`config.mk`:
```
export PLATFORM = sky130hd
export DESIGN_NAME = mpeg_audio_header_decoder_core_flat
export DESIGN_NICKNAME = d
export VERILOG_FILES = /design/src/sv/mahd_pkg.sv /design/src/sv/mahd_in_if.sv /design/src/sv/mahd_out_if.sv /design/src/sv/mahd_ctrl.sv /design/src/sv/mahd_dp.sv /design/src/sv/mpeg_audio_header_decoder_core.sv /design/src/flat_wrapper.sv
export SDC_FILE = /design/constraint.sdc
export NUM_CORES = 1
export LEC_CHECK = 0
export ABC_CLOCK_PERIOD_IN_PS = 9550
export CAP_MARGIN = 20
export CORE_ASPECT_RATIO = 0.5
export CORE_MARGIN = 1.5
export CORE_UTILIZATION = 38
export CTS_BUF_LIST = sky130_fd_sc_hd__clkbuf_4 sky130_fd_sc_hd__clkbuf_8 sky130_fd_sc_hd__clkbuf_16
export DETAILED_ROUTE_END_ITERATION = 7
export DONT_BUFFER_PORTS = 1
export GPL_TIMING_DRIVEN = 0
export PLACE_DENSITY = 0.52
export SYNTH_ARGS = -nofsm -noshare
export SYNTH_HDL_FRONTEND = slang
export SYNTH_SLANG_ARGS = --single-unit
```
`constraint.sdc`:
```
create_clock -name clk_i -period 9.55 [get_ports clk_i]
set_clock_uncertainty 0.15 [all_clocks]
set_input_delay 2.865 -clock clk_i [delete_from_list [all_inputs] [get_ports clk_i]]
set_output_delay 2.865 -clock clk_i [all_outputs]
set_load 0.02 [all_outputs]
```
`src/sv/mahd_pkg.sv`:
```
package mahd_pkg;

  localparam int unsigned DivSteps = 24;
  localparam int unsigned StepW    = $clog2(DivSteps);

  localparam logic [7:0]  SyncByte       = 8'hFF;
  localparam logic [1:0]  VerReserved    = 2'd1;
  localparam logic [1:0]  VerMpeg1       = 2'd3;
  localparam logic [1:0]  LayerReserved  = 2'd0;
  localparam logic [1:0]  LayerOne       = 2'd3;
  localparam logic [3:0]  BidxReserved   = 4'd15;
  localparam logic [1:0]  FidxReserved   = 2'd3;
  localparam logic [10:0] SyncPattern    = 11'h7FF;
  localparam logic [15:0] SlotScaleLayer1 = 16'd12000;
  localparam logic [15:0] SlotScaleOther  = 16'd36000;

  localparam logic [8:0] RateTable [2][3][16] = '{
    '{
      '{0, 32, 40, 48, 56, 64, 80, 96, 112, 128, 160, 192, 224, 256, 320, 0},
      '{0, 32, 48, 56, 64, 80, 96, 112, 128, 160, 192, 224, 256, 320, 384, 0},
      '{0, 32, 64, 96, 128, 160, 192, 224, 256, 288, 320, 352, 384, 416, 448, 0}
    },
    '{
      '{0, 8, 16, 24, 32, 40, 48, 56, 64, 80, 96, 112, 128, 144, 160, 0},
      '{0, 8, 16, 24, 32, 40, 48, 56, 64, 80, 96, 112, 128, 144, 160, 0},
      '{0, 32, 48, 56, 64, 80, 96, 112, 128, 144, 160, 176, 192, 224, 256, 0}
    }
  };

  localparam logic [15:0] FreqTable [4][3] = '{
    '{11025, 12000, 8000},
    '{0, 0, 0},
    '{22050, 24000, 16000},
    '{44100, 48000, 32000}
  };

  typedef struct packed {
    logic first_load;
    logic shift_load;
    logic hdr_load;
    logic mul_load;
    logic div_step;
    logic out_load;
  } mahd_cmd_t;

  typedef struct packed {
    logic sync_byte;
    logic restart;
  } mahd_sts_t;

  function automatic logic [8:0] bitrate_lookup(input logic [1:0] ver,
                                                input logic [1:0] layer,
                                                input logic [3:0] bidx);
    logic [8:0] r;
    logic       row;
    logic [1:0] col;
    r   = '0;
    row = (ver != VerMpeg1);
    col = layer - 2'd1;
    if (ver != VerReserved && layer != LayerReserved) begin
      r = RateTable[row][col][bidx];
    end
    return r;
  endfunction

  function automatic logic [15:0] freq_lookup(input logic [1:0] ver,
                                              input logic [1:0] fidx);
    logic [15:0] r;
    r = '0;
    if (fidx != FidxReserved) begin
      r = FreqTable[ver][fidx];
    end
    return r;
  endfunction

endpackage

```
`src/sv/mahd_in_if.sv`:
```
interface mahd_in_if;
  logic       valid;
  logic       ready;
  logic [7:0] stream_byte;
  logic       restart;

  modport source(output valid, output stream_byte, output restart, input ready);
  modport sink(input valid, input stream_byte, input restart, output ready);
endinterface

```
`src/sv/mahd_out_if.sv`:
```
interface mahd_out_if;
  logic        valid;
  logic        ready;
  logic        header_ok;
  logic [1:0]  version_code;
  logic [1:0]  layer_code;
  logic [8:0]  bitrate_kbps;
  logic [15:0] sample_rate_hz;
  logic [1:0]  channel_mode;
  logic [1:0]  mode_extension;
  logic [1:0]  emphasis_code;
  logic [4:0]  flag_bits;
  logic [9:0]  frame_slots;

  modport source(output valid, output header_ok, output version_code, output layer_code,
                 output bitrate_kbps, output sample_rate_hz, output channel_mode,
                 output mode_extension, output emphasis_code, output flag_bits,
                 output frame_slots, input ready);
  modport sink(input valid, input header_ok, input version_code, input layer_code,
               input bitrate_kbps, input sample_rate_hz, input channel_mode,
               input mode_extension, input emphasis_code, input flag_bits,
               input frame_slots, output ready);
endinterface

```
`src/sv/mahd_ctrl.sv`:
```
module mahd_ctrl (
  input  logic                clk_i,
  input  logic                rst_ni,
  input  logic                in_valid_i,
  output logic                in_ready_o,
  output logic                out_valid_o,
  input  logic                out_ready_i,
  input  mahd_pkg::mahd_sts_t sts_i,
  output mahd_pkg::mahd_cmd_t cmd_o
);

  localparam logic [1:0] StIdle = 2'd0;
  localparam logic [1:0] StMul  = 2'd1;
  localparam logic [1:0] StDiv  = 2'd2;
  localparam logic [1:0] StOut  = 2'd3;

  logic [1:0]                 state_q, state_d;
  logic                       searching_q, searching_d;
  logic [1:0]                 count_q, count_d;
  logic [mahd_pkg::StepW-1:0] step_q, step_d;
  logic                       out_valid_q, out_valid_d;
  logic                       in_fire;
  logic                       srch;
  logic [1:0]                 cnt;

  // a final header byte waits until the previous result reaches the output register
  assign in_ready_o  = !(!searching_q && count_q == 2'd3 && state_q != StIdle);
  assign in_fire     = in_valid_i && in_ready_o;
  assign out_valid_o = out_valid_q;

  always_comb begin
    cmd_o       = '0;
    state_d     = state_q;
    searching_d = searching_q;
    count_d     = count_q;
    step_d      = step_q;
    srch        = searching_q | sts_i.restart;
    cnt         = sts_i.restart ? 2'd0 : count_q;

    case (state_q)
      StIdle: begin
      end
      StMul: begin
        cmd_o.mul_load = 1'b1;
        step_d         = '0;
        state_d        = StDiv;
      end
      StDiv: begin
        cmd_o.div_step = 1'b1;
        step_d         = step_q + 1'b1;
        if (step_q == mahd_pkg::StepW'(mahd_pkg::DivSteps - 1)) begin
          state_d = StOut;
        end
      end
      StOut: begin
        if (!out_valid_q || out_ready_i) begin
          cmd_o.out_load = 1'b1;
          state_d        = StIdle;
        end
      end
      default: begin
        state_d = StIdle;
      end
    endcase

    if (in_fire) begin
      if (srch) begin
        if (sts_i.sync_byte) begin
          cmd_o.first_load = 1'b1;
          searching_d      = 1'b0;
          count_d          = 2'd1;
        end else begin
          searching_d = 1'b1;
          count_d     = 2'd0;
        end
      end else if (cnt == 2'd3) begin
        cmd_o.hdr_load = 1'b1;
        searching_d    = 1'b1;
        count_d        = 2'd0;
        state_d        = StMul;
      end else begin
        cmd_o.shift_load = 1'b1;
        count_d          = cnt + 2'd1;
      end
    end

    out_valid_d = out_valid_q;
    if (cmd_o.out_load) begin
      out_valid_d = 1'b1;
    end else if (out_ready_i) begin
      out_valid_d = 1'b0;
    end
  end

  always_ff @(posedge clk_i or negedge rst_ni) begin
    if (!rst_ni) begin
      state_q     <= StIdle;
      searching_q <= 1'b1;
      count_q     <= 2'd0;
      step_q      <= '0;
      out_valid_q <= 1'b0;
    end else begin
      state_q     <= state_d;
      searching_q <= searching_d;
      count_q     <= count_d;
      step_q      <= step_d;
      out_valid_q <= out_valid_d;
    end
  end

endmodule

```
`src/sv/mahd_dp.sv`:
```
module mahd_dp (
  input  logic                clk_i,
  input  logic [7:0]          stream_byte_i,
  input  logic                restart_i,
  input  mahd_pkg::mahd_cmd_t cmd_i,
  output mahd_pkg::mahd_sts_t sts_o,
  output logic                header_ok_o,
  output logic [1:0]          version_code_o,
  output logic [1:0]          layer_code_o,
  output logic [8:0]          bitrate_kbps_o,
  output logic [15:0]         sample_rate_hz_o,
  output logic [1:0]          channel_mode_o,
  output logic [1:0]          mode_extension_o,
  output logic [1:0]          emphasis_code_o,
  output logic [4:0]          flag_bits_o,
  output logic [9:0]          frame_slots_o
);

  logic [23:0] shift_q;
  logic [31:0] hdr_q;
  logic [8:0]  bitrate_q;
  logic [15:0] freq_q;
  logic [23:0] dvd_q;
  logic [15:0] rem_q;

  logic [1:0]  ver, layer, fidx;
  logic [3:0]  bidx;
  logic        ok;
  logic [15:0] scale;
  logic [24:0] product;
  logic [16:0] trial;
  logic [17:0] diff;
  logic        ge;
  logic [9:0]  slots;

  logic        out_ok_q;
  logic [1:0]  out_ver_q, out_layer_q, out_chan_q, out_mext_q, out_emph_q;
  logic [8:0]  out_bitrate_q;
  logic [15:0] out_freq_q;
  logic [4:0]  out_flags_q;
  logic [9:0]  out_slots_q;

  assign sts_o.sync_byte = (stream_byte_i == mahd_pkg::SyncByte);
  assign sts_o.restart   = restart_i;

  assign ver   = hdr_q[20:19];
  assign layer = hdr_q[18:17];
  assign bidx  = hdr_q[15:12];
  assign fidx  = hdr_q[11:10];
  assign ok    = (hdr_q[31:21] == mahd_pkg::SyncPattern) && (ver != mahd_pkg::VerReserved)
              && (layer != mahd_pkg::LayerReserved) && (bidx != mahd_pkg::BidxReserved)
              && (fidx != mahd_pkg::FidxReserved);

  // frame length numerator: 12 or 36 times bitrate times 1000
  assign scale   = (layer == mahd_pkg::LayerOne) ? mahd_pkg::SlotScaleLayer1
                                                 : mahd_pkg::SlotScaleOther;
  assign product = mahd_pkg::bitrate_lookup(ver, layer, bidx) * scale;

  // restoring divider, one quotient bit per step
  assign trial = {rem_q, dvd_q[23]};
  assign diff  = {1'b0, trial} - {2'b00, freq_q};
  assign ge    = !diff[17];
  assign slots = ok ? (dvd_q[9:0] + {9'd0, hdr_q[9]}) : 10'd0;

  always_ff @(posedge clk_i) begin
    if (cmd_i.first_load) begin
      shift_q <= {16'd0, stream_byte_i};
    end else if (cmd_i.shift_load) begin
      shift_q <= {shift_q[15:0], stream_byte_i};
    end
    if (cmd_i.hdr_load) begin
      hdr_q <= {shift_q, stream_byte_i};
    end
    if (cmd_i.mul_load) begin
      bitrate_q <= mahd_pkg::bitrate_lookup(ver, layer, bidx);
      freq_q    <= (ver != mahd_pkg::VerReserved) ? mahd_pkg::freq_lookup(ver, fidx) : 16'd0;
      dvd_q     <= product[23:0];
      rem_q     <= '0;
    end else if (cmd_i.div_step) begin
      dvd_q <= {dvd_q[22:0], ge};
      rem_q <= ge ? diff[15:0] : trial[15:0];
    end
    if (cmd_i.out_load) begin
      out_ok_q      <= ok;
      out_ver_q     <= ver;
      out_layer_q   <= layer;
      out_bitrate_q <= bitrate_q;
      out_freq_q    <= freq_q;
      out_chan_q    <= hdr_q[7:6];
      out_mext_q    <= hdr_q[5:4];
      out_emph_q    <= hdr_q[1:0];
      out_flags_q   <= {hdr_q[2], hdr_q[3], hdr_q[8], hdr_q[9], hdr_q[16]};
      out_slots_q   <= slots;
    end
  end

  assign header_ok_o      = out_ok_q;
  assign version_code_o   = out_ver_q;
  assign layer_code_o     = out_layer_q;
  assign bitrate_kbps_o   = out_bitrate_q;
  assign sample_rate_hz_o = out_freq_q;
  assign channel_mode_o   = out_chan_q;
  assign mode_extension_o = out_mext_q;
  assign emphasis_code_o  = out_emph_q;
  assign flag_bits_o      = out_flags_q;
  assign frame_slots_o    = out_slots_q;

endmodule

```
`src/sv/mpeg_audio_header_decoder_core.sv`:
```
// Scans a byte stream for 0xFF, gathers that byte and the next three into a 32-bit
// header and returns one decoded result per header. Bytes are taken one per cycle
// unless a fourth header byte is held back. Once the fourth byte of a header is
// taken, the frame length is worked out by a multiply step and a 24-step
// bit-serial divider, and the result is loaded into the output register once that
// register is free. Bytes keep flowing meanwhile; only the fourth byte of a
// following header waits until the previous result has been loaded into the
// output register.
module mpeg_audio_header_decoder_core (
  input logic        clk_i,
  input logic        rst_ni,
  mahd_in_if.sink    in_i,
  mahd_out_if.source out_o
);

  mahd_pkg::mahd_cmd_t cmd;
  mahd_pkg::mahd_sts_t sts;

  mahd_ctrl u_ctrl (
    .clk_i       (clk_i),
    .rst_ni      (rst_ni),
    .in_valid_i  (in_i.valid),
    .in_ready_o  (in_i.ready),
    .out_valid_o (out_o.valid),
    .out_ready_i (out_o.ready),
    .sts_i       (sts),
    .cmd_o       (cmd)
  );

  mahd_dp u_dp (
    .clk_i            (clk_i),
    .stream_byte_i    (in_i.stream_byte),
    .restart_i        (in_i.restart),
    .cmd_i            (cmd),
    .sts_o            (sts),
    .header_ok_o      (out_o.header_ok),
    .version_code_o   (out_o.version_code),
    .layer_code_o     (out_o.layer_code),
    .bitrate_kbps_o   (out_o.bitrate_kbps),
    .sample_rate_hz_o (out_o.sample_rate_hz),
    .channel_mode_o   (out_o.channel_mode),
    .mode_extension_o (out_o.mode_extension),
    .emphasis_code_o  (out_o.emphasis_code),
    .flag_bits_o      (out_o.flag_bits),
    .frame_slots_o    (out_o.frame_slots)
  );

endmodule
```
`src/flat_wrapper.sv`:
```
// flat-port wrapper written by rule: the top's interface ports become plain ports
module mpeg_audio_header_decoder_core_flat 
  (clk_i, rst_ni, in_i_valid, in_i_stream_byte, in_i_restart, in_i_ready, out_o_valid, out_o_header_ok, out_o_version_code, out_o_layer_code, out_o_bitrate_kbps, out_o_sample_rate_hz, out_o_channel_mode, out_o_mode_extension, out_o_emphasis_code, out_o_flag_bits, out_o_frame_slots, out_o_ready);
  mahd_in_if in_i_i ();
  mahd_out_if out_o_i ();
  input logic clk_i;
  input logic rst_ni;
  input wire logic [$bits(in_i_i.valid)-1:0] in_i_valid;
  input wire logic [$bits(in_i_i.stream_byte)-1:0] in_i_stream_byte;
  input wire logic [$bits(in_i_i.restart)-1:0] in_i_restart;
  output wire logic [$bits(in_i_i.ready)-1:0] in_i_ready;
  output wire logic [$bits(out_o_i.valid)-1:0] out_o_valid;
  output wire logic [$bits(out_o_i.header_ok)-1:0] out_o_header_ok;
  output wire logic [$bits(out_o_i.version_code)-1:0] out_o_version_code;
  output wire logic [$bits(out_o_i.layer_code)-1:0] out_o_layer_code;
  output wire logic [$bits(out_o_i.bitrate_kbps)-1:0] out_o_bitrate_kbps;
  output wire logic [$bits(out_o_i.sample_rate_hz)-1:0] out_o_sample_rate_hz;
  output wire logic [$bits(out_o_i.channel_mode)-1:0] out_o_channel_mode;
  output wire logic [$bits(out_o_i.mode_extension)-1:0] out_o_mode_extension;
  output wire logic [$bits(out_o_i.emphasis_code)-1:0] out_o_emphasis_code;
  output wire logic [$bits(out_o_i.flag_bits)-1:0] out_o_flag_bits;
  output wire logic [$bits(out_o_i.frame_slots)-1:0] out_o_frame_slots;
  input wire logic [$bits(out_o_i.ready)-1:0] out_o_ready;
  assign in_i_i.valid = in_i_valid;
  assign in_i_i.stream_byte = in_i_stream_byte;
  assign in_i_i.restart = in_i_restart;
  assign in_i_ready = in_i_i.ready;
  assign out_o_valid = out_o_i.valid;
  assign out_o_header_ok = out_o_i.header_ok;
  assign out_o_version_code = out_o_i.version_code;
  assign out_o_layer_code = out_o_i.layer_code;
  assign out_o_bitrate_kbps = out_o_i.bitrate_kbps;
  assign out_o_sample_rate_hz = out_o_i.sample_rate_hz;
  assign out_o_channel_mode = out_o_i.channel_mode;
  assign out_o_mode_extension = out_o_i.mode_extension;
  assign out_o_emphasis_code = out_o_i.emphasis_code;
  assign out_o_flag_bits = out_o_i.flag_bits;
  assign out_o_frame_slots = out_o_i.frame_slots;
  assign out_o_i.ready = out_o_ready;
  mpeg_audio_header_decoder_core u_core (.clk_i(clk_i), .rst_ni(rst_ni), .in_i(in_i_i), .out_o(out_o_i));
endmodule
```
## After elaboration in Yosys (flattened, before gate mapping)

Index checks and enable logic that the tools add are counted.

- Output and inout port bits: 53
- Input bits: 13
- Flip-flop bits (word level): 183

- Multiplexer cells: 48
- Magnitude comparators: 5
- Reduce and logical (&&, ||, !) cells: 22
- Bitwise operators: 6
- Eq/ne operators: 13
- Multipliers: 1
- Add/sub/neg operators: 5

Operators by type and width:

| kind | count |
|---|---|
| 432-bit 2-to-1 mux | 2 |
| 420-bit 2-to-1 mux | 1 |
| 144-bit binary-select mux with 2-bit select | 1 |
| 144-bit 2-to-1 mux | 2 |
| 48-bit binary-select mux with 2-bit select | 1 |
| 48-bit 2-to-1 mux | 2 |
| 16-bit 2-to-1 mux | 4 |
| 24-bit 2-to-1 mux | 2 |
| 9-bit binary-select mux with 4-bit select | 1 |
| 16-bit binary-select mux with 2-bit select | 1 |
| 9-bit 2-to-1 mux | 3 |
| 9-bit by 16-bit multiplier with 24-bit output | 1 |
| 2-bit 2-to-1 mux | 9 |
| 17-bit by 16-bit subtractor with 18-bit output | 1 |
| 8-bit 2-to-1 mux | 2 |
| 1-bit 2-to-1 mux | 14 |
| 2-bit nonzero test | 7 |
| 11-bit == test (second input constant) | 1 |
| 10-bit by 1-bit adder with 10-bit output | 1 |
| 2-bit == test (second input constant) | 5 |
| 5-bit one-hot mux with 2 select lines | 1 |
| 3-bit greater-or-equal comparator (second input constant) | 3 |
| 2-bit NOT with 3-bit output | 3 |
| 8-bit == test (second input constant) | 1 |
| other kinds (19) | 31 |

## Logic depth before layout (Yosys ltp)

- Depth in word-level cells: 14
- Gate-level depth with buffers: 25
- Depth with buffers taken out: 24

## Modules after synthesis

From an unflattened synthesis, not the netlist that was laid out.

- Cells, all modules: 888
- Area total of the unflattened synthesis: 9,810.7 µm²

Modules (own cells, without submodules):

| module | cells each | area each (µm²) | instances |
|---|---|---|---|
| mahd_dp | 814 | 9,116.2 | 1 |
| mahd_ctrl | 74 | 694.4 | 1 |

## Least setup slack after synthesis

Ideal clock, no wire load.

- Path type: register to register
- From: register u_core.u_dp.hdr_q[17]
- To: register u_core.u_dp.dvd_q[23] (data pin)
- Setup slack: 3.401 ns
- Setup time: 0.260 ns
- Stages on the path, launching flop included: 23
- Required time: 9.140 ns
- Period minus slack after synthesis: 6.149 ns
- Arrival time: 5.739 ns
- Cell sequence: edfxtp_1 > inv_1 > ha_1 > clkbuf_1 > inv_1 > a2111oi_0 > a211oi_1 > a211oi_1 > and2_1 > fa_1 > inv_1 > fa_1 > inv_1 > fa_1 > ha_1 > ha_1 > o21ai_0 > o21ai_0 > o311a_1 > nor4_1 > o21ai_0 > xnor2_1 > mux2_2

- Word-level cells in the longest chain between the ends: 11
- Elaborated cells on any way between the ends: 15

RTL lines:

| element | line | RTL |
|---|---|---|
| start, declared | mahd_dp.sv:20 | `logic [31:0] hdr_q;` |
| start signal, assigned | mahd_dp.sv:72 | `hdr_q <= {shift_q, stream_byte_i};` |
| 2-bit by 1-bit subtractor with 2-bit output | mahd_pkg.sv:59 | `col = layer - 2'd1;` |
| 2-bit NOT with 3-bit output (not written as such) | mahd_pkg.sv:61 | `r = RateTable[row][col][bidx];` |
| 144-bit binary-select mux with 2-bit select | mahd_pkg.sv:61 |  |
| 144-bit 2-to-1 mux (not written as such) (2 in a row) | mahd_pkg.sv:61 |  |
| 9-bit binary-select mux with 4-bit select | mahd_pkg.sv:61 |  |
| 9-bit 2-to-1 mux (not written as such) (2 in a row) | mahd_pkg.sv:61 |  |
| 9-bit 2-to-1 mux | mahd_pkg.sv:60 | `if (ver != VerReserved && layer != LayerReserved) begin` |
| 9-bit by 16-bit multiplier with 24-bit output (*) | mahd_dp.sv:57 | `assign product = mahd_pkg::bitrate_lookup(ver, layer, bidx) * scale;` |
| 24-bit 2-to-1 mux (*) | mahd_dp.sv:74 | `if (cmd_i.mul_load) begin` |
| end signal, assigned | mahd_dp.sv:77 | `dvd_q <= product[23:0];` |
| end signal, assigned | mahd_dp.sv:80 | `dvd_q <= {dvd_q[22:0], ge};` |
| end, declared | mahd_dp.sv:23 | `logic [23:0] dvd_q;` |

Every way passes the cells marked *; elsewhere a longest branch is shown, timed or not. The select of a mux whose other input is x is not followed.
A chain may end at the register's enable or synchronous reset.

## Worst setup path after layout

Ends and elaborated chain as after synthesis.

==> metrics.md <==
| Metric | Value |
|---|---|
| Status | finished, final reports clean |
| Combinational share of power | 22.4% |
| Area of the mapped netlist | around 9400 sq um |
| Post-CTS clock slew at the launch and capture registers of the worst setup and hold paths | 0.07 ns |
| Worst flop-to-flop path startpoint | u_core.u_dp.hdr_q[17] |
| Biggest fanout along the worst timing path | 11 |
| Data required time at the worst endpoint | 9.60 ns |
| Number of slew-limit violations in the final report | 0 |
| Clock period minus worst slack | 7.295 ns |
| Layout net count | ~1000 |
| Number of stages on the worst hold path | 0 |
| Post-cts gate resize count | 0 |
| Proportion of synthesized area in mux cells | under 10% |
| Simple logic cell fraction of the synthesized area | 13.67% |
| Pwr Density | 199.2 nW/um^2 |
| Main combinational cell family by area after synthesis | adder cells |
| Insertion delay of the later-clocked pin in the worst-skew pair | 0.46 ns |
| Initial cell density of the core | 39.01% |
| Area added between synthesis and finish | 11.61% |
| Type of element launching the critical path | register |
| Cell chain of the critical path | inv_1 -> ha_1 -> clkbuf_1 -> buf_1 -> nor2_1 -> a21oi_1 -> a21oi_1 -> o21bai_1 -> a21oi_1 -> and2_1 -> ha_1 -> inv_1 -> fa_1 -> inv_1 -> fa_1 -> ha_1 -> ha_1 -> a211oi_1 -> o21ai_0 -> o311a_1 -> nor4_1 -> o21ai_0 -> xnor2_1 -> mux2_2 |
| Pin count of the biggest net entering global routing | 35 |
| Initial antenna violation count | 1 |
| Drt initial violations | 389 |
| Num rows | 40 |
| Prevailing post-synth register cell | sky130_fd_sc_hd__edfxtp_1 |
| Placed instance count | between 1000 and 1500 |
| Sum of routed wire length over all layers | 20.84 mm |
| Buffer levels on the longest clock path | 2 |
| Critical Path End Type | register |
| Source of the worst hold timing path | u_core.u_dp.hdr_q[1] |
| Type of the most critical hold path | register to register |
| Final estimated routing congestion in global placement | around 0.88 |
| Setup repair after global routing missed its margin | false |
| Synthesized-area fraction occupied by ao, oa, aoi and oai cells | 12.50% |
| Overall power of the completed layout | 2.096 mW |
| CTS tree | yes |
| Xor/xnor cell area share of the yosys netlist | 2.415% |
| Critical register-to-register path endpoint | u_core.u_dp.dvd_q[23] |
| Proportion of power drawn by the clock network | 32.4% |
| Core ar. | 24170 sq um |
| Die Outline Area | 25830 sq um |
| Remaining DRCs | 0 |
| Count of buffer and inverter cells on the critical path | 5 |
| Share of synthesized cell area in full adder, half adder and majority cells | 13.75% |
| Non-filler instance count after layout | 1243 |
| Clk root buf | sky130_fd_sc_hd__clkbuf_16 |
| Die span in y | 114.4 um |
| Final core utilization | 43.54% |
| Total internal power | 1.454 mW |
| Depth of the CTS H-tree | 4 |
| Worst Setup Path Type | register to register |
| Diodes inserted | 0 |
| Least-Margin Pin Slew | 0.9477 ns |
| Fraction of post-synthesis cell area in the top cell type by area | 41.40% |
| Number of top-level design ports | between 60 and 70 |
| Wirelength per Cell | 16.76 um |
| Post-synthesis area per instance | around 11 sq um |
| Post-cts hold buffer count | 0 |
| Largest delay contributor family on the critical path | compound AO/OA/AOI/OAI gates |
| Wire length of the first global-routing pass | 33.87 mm |
| Remaining antenna violation count after routing | 0 |
| Fraction of registers with async set/reset | 6.358% |
| Pre-Repair DR Iteration Count | 5 |
| Fin crit share | 76.39% |
| Synthesized netlist cell count | 864 |
| Peak supply drop | 0.08726 mV |
| Maximum capacitance violations | 0 |
| Via density | 5.106 |
| Cell repeated most along the worst path | sky130_fd_sc_hd__ha_1 |
| Net Switching | roughly 0.64 mW |
| Max-slew headroom at the worst pin | 36.30% |
| Count of synthesis-stage warnings from yosys | 0 |
| Proportion of layout cells with a drive suffix above 1 | 8.931% |
| Worst-case reg-to-reg path depth | 24 |
| Sequential area share after synthesis | 51.12% |
| Distinct cell type count after synthesis | 70 |
| Standard cell with the maximum stage delay on the critical path | sky130_fd_sc_hd__a21oi_1 |
| DIE WIDTH | 225.8 um |
| TNS Setup | 0 ns |
| Largest stage delay on the critical path | 0.69 ns |
| Flip-flop and latch count after synthesis | 173 |
| Slack of the worst reg-to-reg path | 2.25 ns |
| Cts bufs inserted | 17 |
| Clock sink count | between 150 and 200 |
| DPL Wire Length | 15.29 mm |
| Worst endpoint data arrival time | 7.35 ns |
| Sink of the worst hold path | u_core.u_dp.emphasis_code_o[1] |
| Total setup violations reported at the end of the flow | 0 |
| Count of flip-flops with a built-in enable after synthesis | 130 |
| Vias after detailed routing | around 6300 |
| Area contributors post-synth | sky130_fd_sc_hd__edfxtp_1 41%, sky130_fd_sc_hd__ha_1 9.3%, sky130_fd_sc_hd__dfxtp_1 6.8% |
| Port bufs | 0 |
| Sw Share | 30.65% |
| Via count of the first global-routing pass | 6261 |
| Leak | 4.128 nW |
| Post-CTS Setup Inserts | 0 |
| Endpoints failing hold | 0 |
| Flop pwr share | ~45% |
| Total gr overflow | 0 |
| Fmax achieved | about 140 MHz |
| Global Route Usage Sum | 17.35% |
| Cell taking the most area after synthesis | sky130_fd_sc_hd__edfxtp_1 |
==> power by group through the flow <==
stage	Clock [mW]	Combinational [mW]	Sequential, mW
after detailed placement	0	0.460	0.965
after floorplan	0	0.372	0.943
after global routing	0.730	0.530	0.959
final	0.678	0.469	0.949
after global placement	0	0.449	0.964
after CTS	0.698	0.461	0.950
==> per-stage QoR <==
stage | setup WS, ns | hold slack, ns | cell area [sq um]
3_3_place_gp | 1.924 | 0.2529 | 9866
3_5_place_dp | 2.241 | 0.2545 | 9911
6_report | 2.255 | 0.2715 | 10530
4_1_cts | 2.231 | 0.2713 | 10470
5_1_grt | 1.800 | 0.2763 | 10530
2_1_floorplan | 3.401 | 0.2503 | 9445
==> cells by family (layout without fill, tap and decap cells) <==
family / count (synthesis) / after routing
AO/OA/AOI/OAI: 177 / 177
XOR/XNOR: 26 / 26
adder cells (fa/ha/maj): 91 / 91
buffers and inverters: 114 / 153
flip-flops: 173 / 173
multiplexers: 14 / 14
other: 1 / 5
AND/OR/NAND/NOR: 268 / 268
==> cell usage in the layout, fill, tap and decap left out, types with 6 or more instances in the layout <==
cell type,instances
sky130_fd_sc_hd__a31oi_1,11
sky130_fd_sc_hd__nand2_1,79
sky130_fd_sc_hd__edfxtp_1,130
sky130_fd_sc_hd__xor2_1,10
sky130_fd_sc_hd__buf_4,7
sky130_fd_sc_hd__ha_1,70
sky130_fd_sc_hd__nand4_1,6
sky130_fd_sc_hd__a211oi_1,9
sky130_fd_sc_hd__and2_1,10
sky130_fd_sc_hd__o22ai_1,7
sky130_fd_sc_hd__a21oi_1,55
sky130_fd_sc_hd__mux2_2,11
sky130_fd_sc_hd__inv_1,73
sky130_fd_sc_hd__fa_1,21
sky130_fd_sc_hd__buf_2,9
sky130_fd_sc_hd__nand3_1,25
sky130_fd_sc_hd__nor2b_1,20
sky130_fd_sc_hd__o31ai_1,7
sky130_fd_sc_hd__inv_6,8
sky130_fd_sc_hd__nand2b_1,15
sky130_fd_sc_hd__nor2_1,67
sky130_fd_sc_hd__dfrtp_1,10
sky130_fd_sc_hd__dfxtp_1,32
sky130_fd_sc_hd__o21a_1,7
sky130_fd_sc_hd__a311oi_1,10
sky130_fd_sc_hd__clkbuf_1,21
sky130_fd_sc_hd__nor3_1,13
sky130_fd_sc_hd__xnor2_1,16
sky130_fd_sc_hd__clkbuf_16,17
sky130_fd_sc_hd__o21ai_0,25
sky130_fd_sc_hd__nor4_1,6
==> state kept, by name (all words and copies together) (netlist names), 5 cells and up <==
signal                        cells
u_core.u_dp.hdr_q                32
u_core.u_dp.dvd_q                24
u_core.u_dp.shift_q              24
u_core.u_dp.rem_q                16
u_core.u_dp.freq_q               14
u_core.u_dp.sample_rate_hz_o     14
u_core.u_dp.frame_slots_o        10
u_core.u_dp.bitrate_kbps_o        6
u_core.u_dp.bitrate_q             6
u_core.u_ctrl.step_q              5
u_core.u_dp.flag_bits_o           5
==> cell type report <==
class,count,area (sq um)
clock buffer,17,425.4
sequential,173,4821
fill,2294,13650
inverter,75,281.5
tap,336,420.4
timing repair buffer,7,97.59
clock inverter,15,133.9
buffer,39,178.9
multi-input combinational,581,4167
==> worst max path at each step <==
stage                                     start               endpoint  slack, ns  cells after the start
final                     u_core.u_dp.hdr_q[17]  u_core.u_dp.dvd_q[23]       2.25                     24
after global routing      u_core.u_dp.hdr_q[17]  u_core.u_dp.dvd_q[23]       1.80                     24
after CTS                 u_core.u_dp.hdr_q[17]  u_core.u_dp.dvd_q[23]       2.23                     24
after detailed placement  u_core.u_dp.hdr_q[17]  u_core.u_dp.dvd_q[23]       2.24                     24
after global placement    u_core.u_dp.hdr_q[17]  u_core.u_dp.dvd_q[23]       1.92                     22
after floorplan           u_core.u_dp.hdr_q[17]  u_core.u_dp.dvd_q[23]       3.40                     22
==> layer usage <==
metal / global-route usage, % / vias up / part of all wire [%]
li1: - / 3161 / -
met1: 24.21 / 3051 / 51
met2: 26.42 / 115 / 44
met3: 4.491 / 20 / 3.8
met4: 5.369 / 0 / 1.3
met5: 0 / - / 0
==> cell usage after synthesis, types with 4 or more instances <==
library cell / n
sky130_fd_sc_hd__fa_1: 21
sky130_fd_sc_hd__or2_2: 4
sky130_fd_sc_hd__ha_1: 70
sky130_fd_sc_hd__o21ai_0: 25
sky130_fd_sc_hd__a21oi_1: 55
sky130_fd_sc_hd__edfxtp_1: 130
sky130_fd_sc_hd__xnor2_1: 16
sky130_fd_sc_hd__nor2b_1: 20
sky130_fd_sc_hd__nor2_1: 67
sky130_fd_sc_hd__mux2_2: 11
sky130_fd_sc_hd__inv_1: 73
sky130_fd_sc_hd__a211oi_1: 9
sky130_fd_sc_hd__nor3b_1: 4
sky130_fd_sc_hd__nand2_1: 79
sky130_fd_sc_hd__nand2b_1: 15
sky130_fd_sc_hd__nand3_1: 25
sky130_fd_sc_hd__and3_1: 5
sky130_fd_sc_hd__and2_1: 12
sky130_fd_sc_hd__a31oi_1: 11
sky130_fd_sc_hd__o22ai_1: 7
sky130_fd_sc_hd__buf_2: 6
sky130_fd_sc_hd__buf_4: 6
sky130_fd_sc_hd__a21boi_0: 4
sky130_fd_sc_hd__dfrtp_1: 10
sky130_fd_sc_hd__a311oi_1: 10
sky130_fd_sc_hd__xor2_1: 10
sky130_fd_sc_hd__a2111oi_0: 4
sky130_fd_sc_hd__nor3_1: 13
sky130_fd_sc_hd__nor4_1: 6
sky130_fd_sc_hd__a21o_1: 5
sky130_fd_sc_hd__buf_1: 4
sky130_fd_sc_hd__o31ai_1: 7
sky130_fd_sc_hd__nand4_1: 6
sky130_fd_sc_hd__clkbuf_1: 21
sky130_fd_sc_hd__dfxtp_1: 32
sky130_fd_sc_hd__o21a_1: 7
Note: power is estimated with default switching activity, not from simulation.
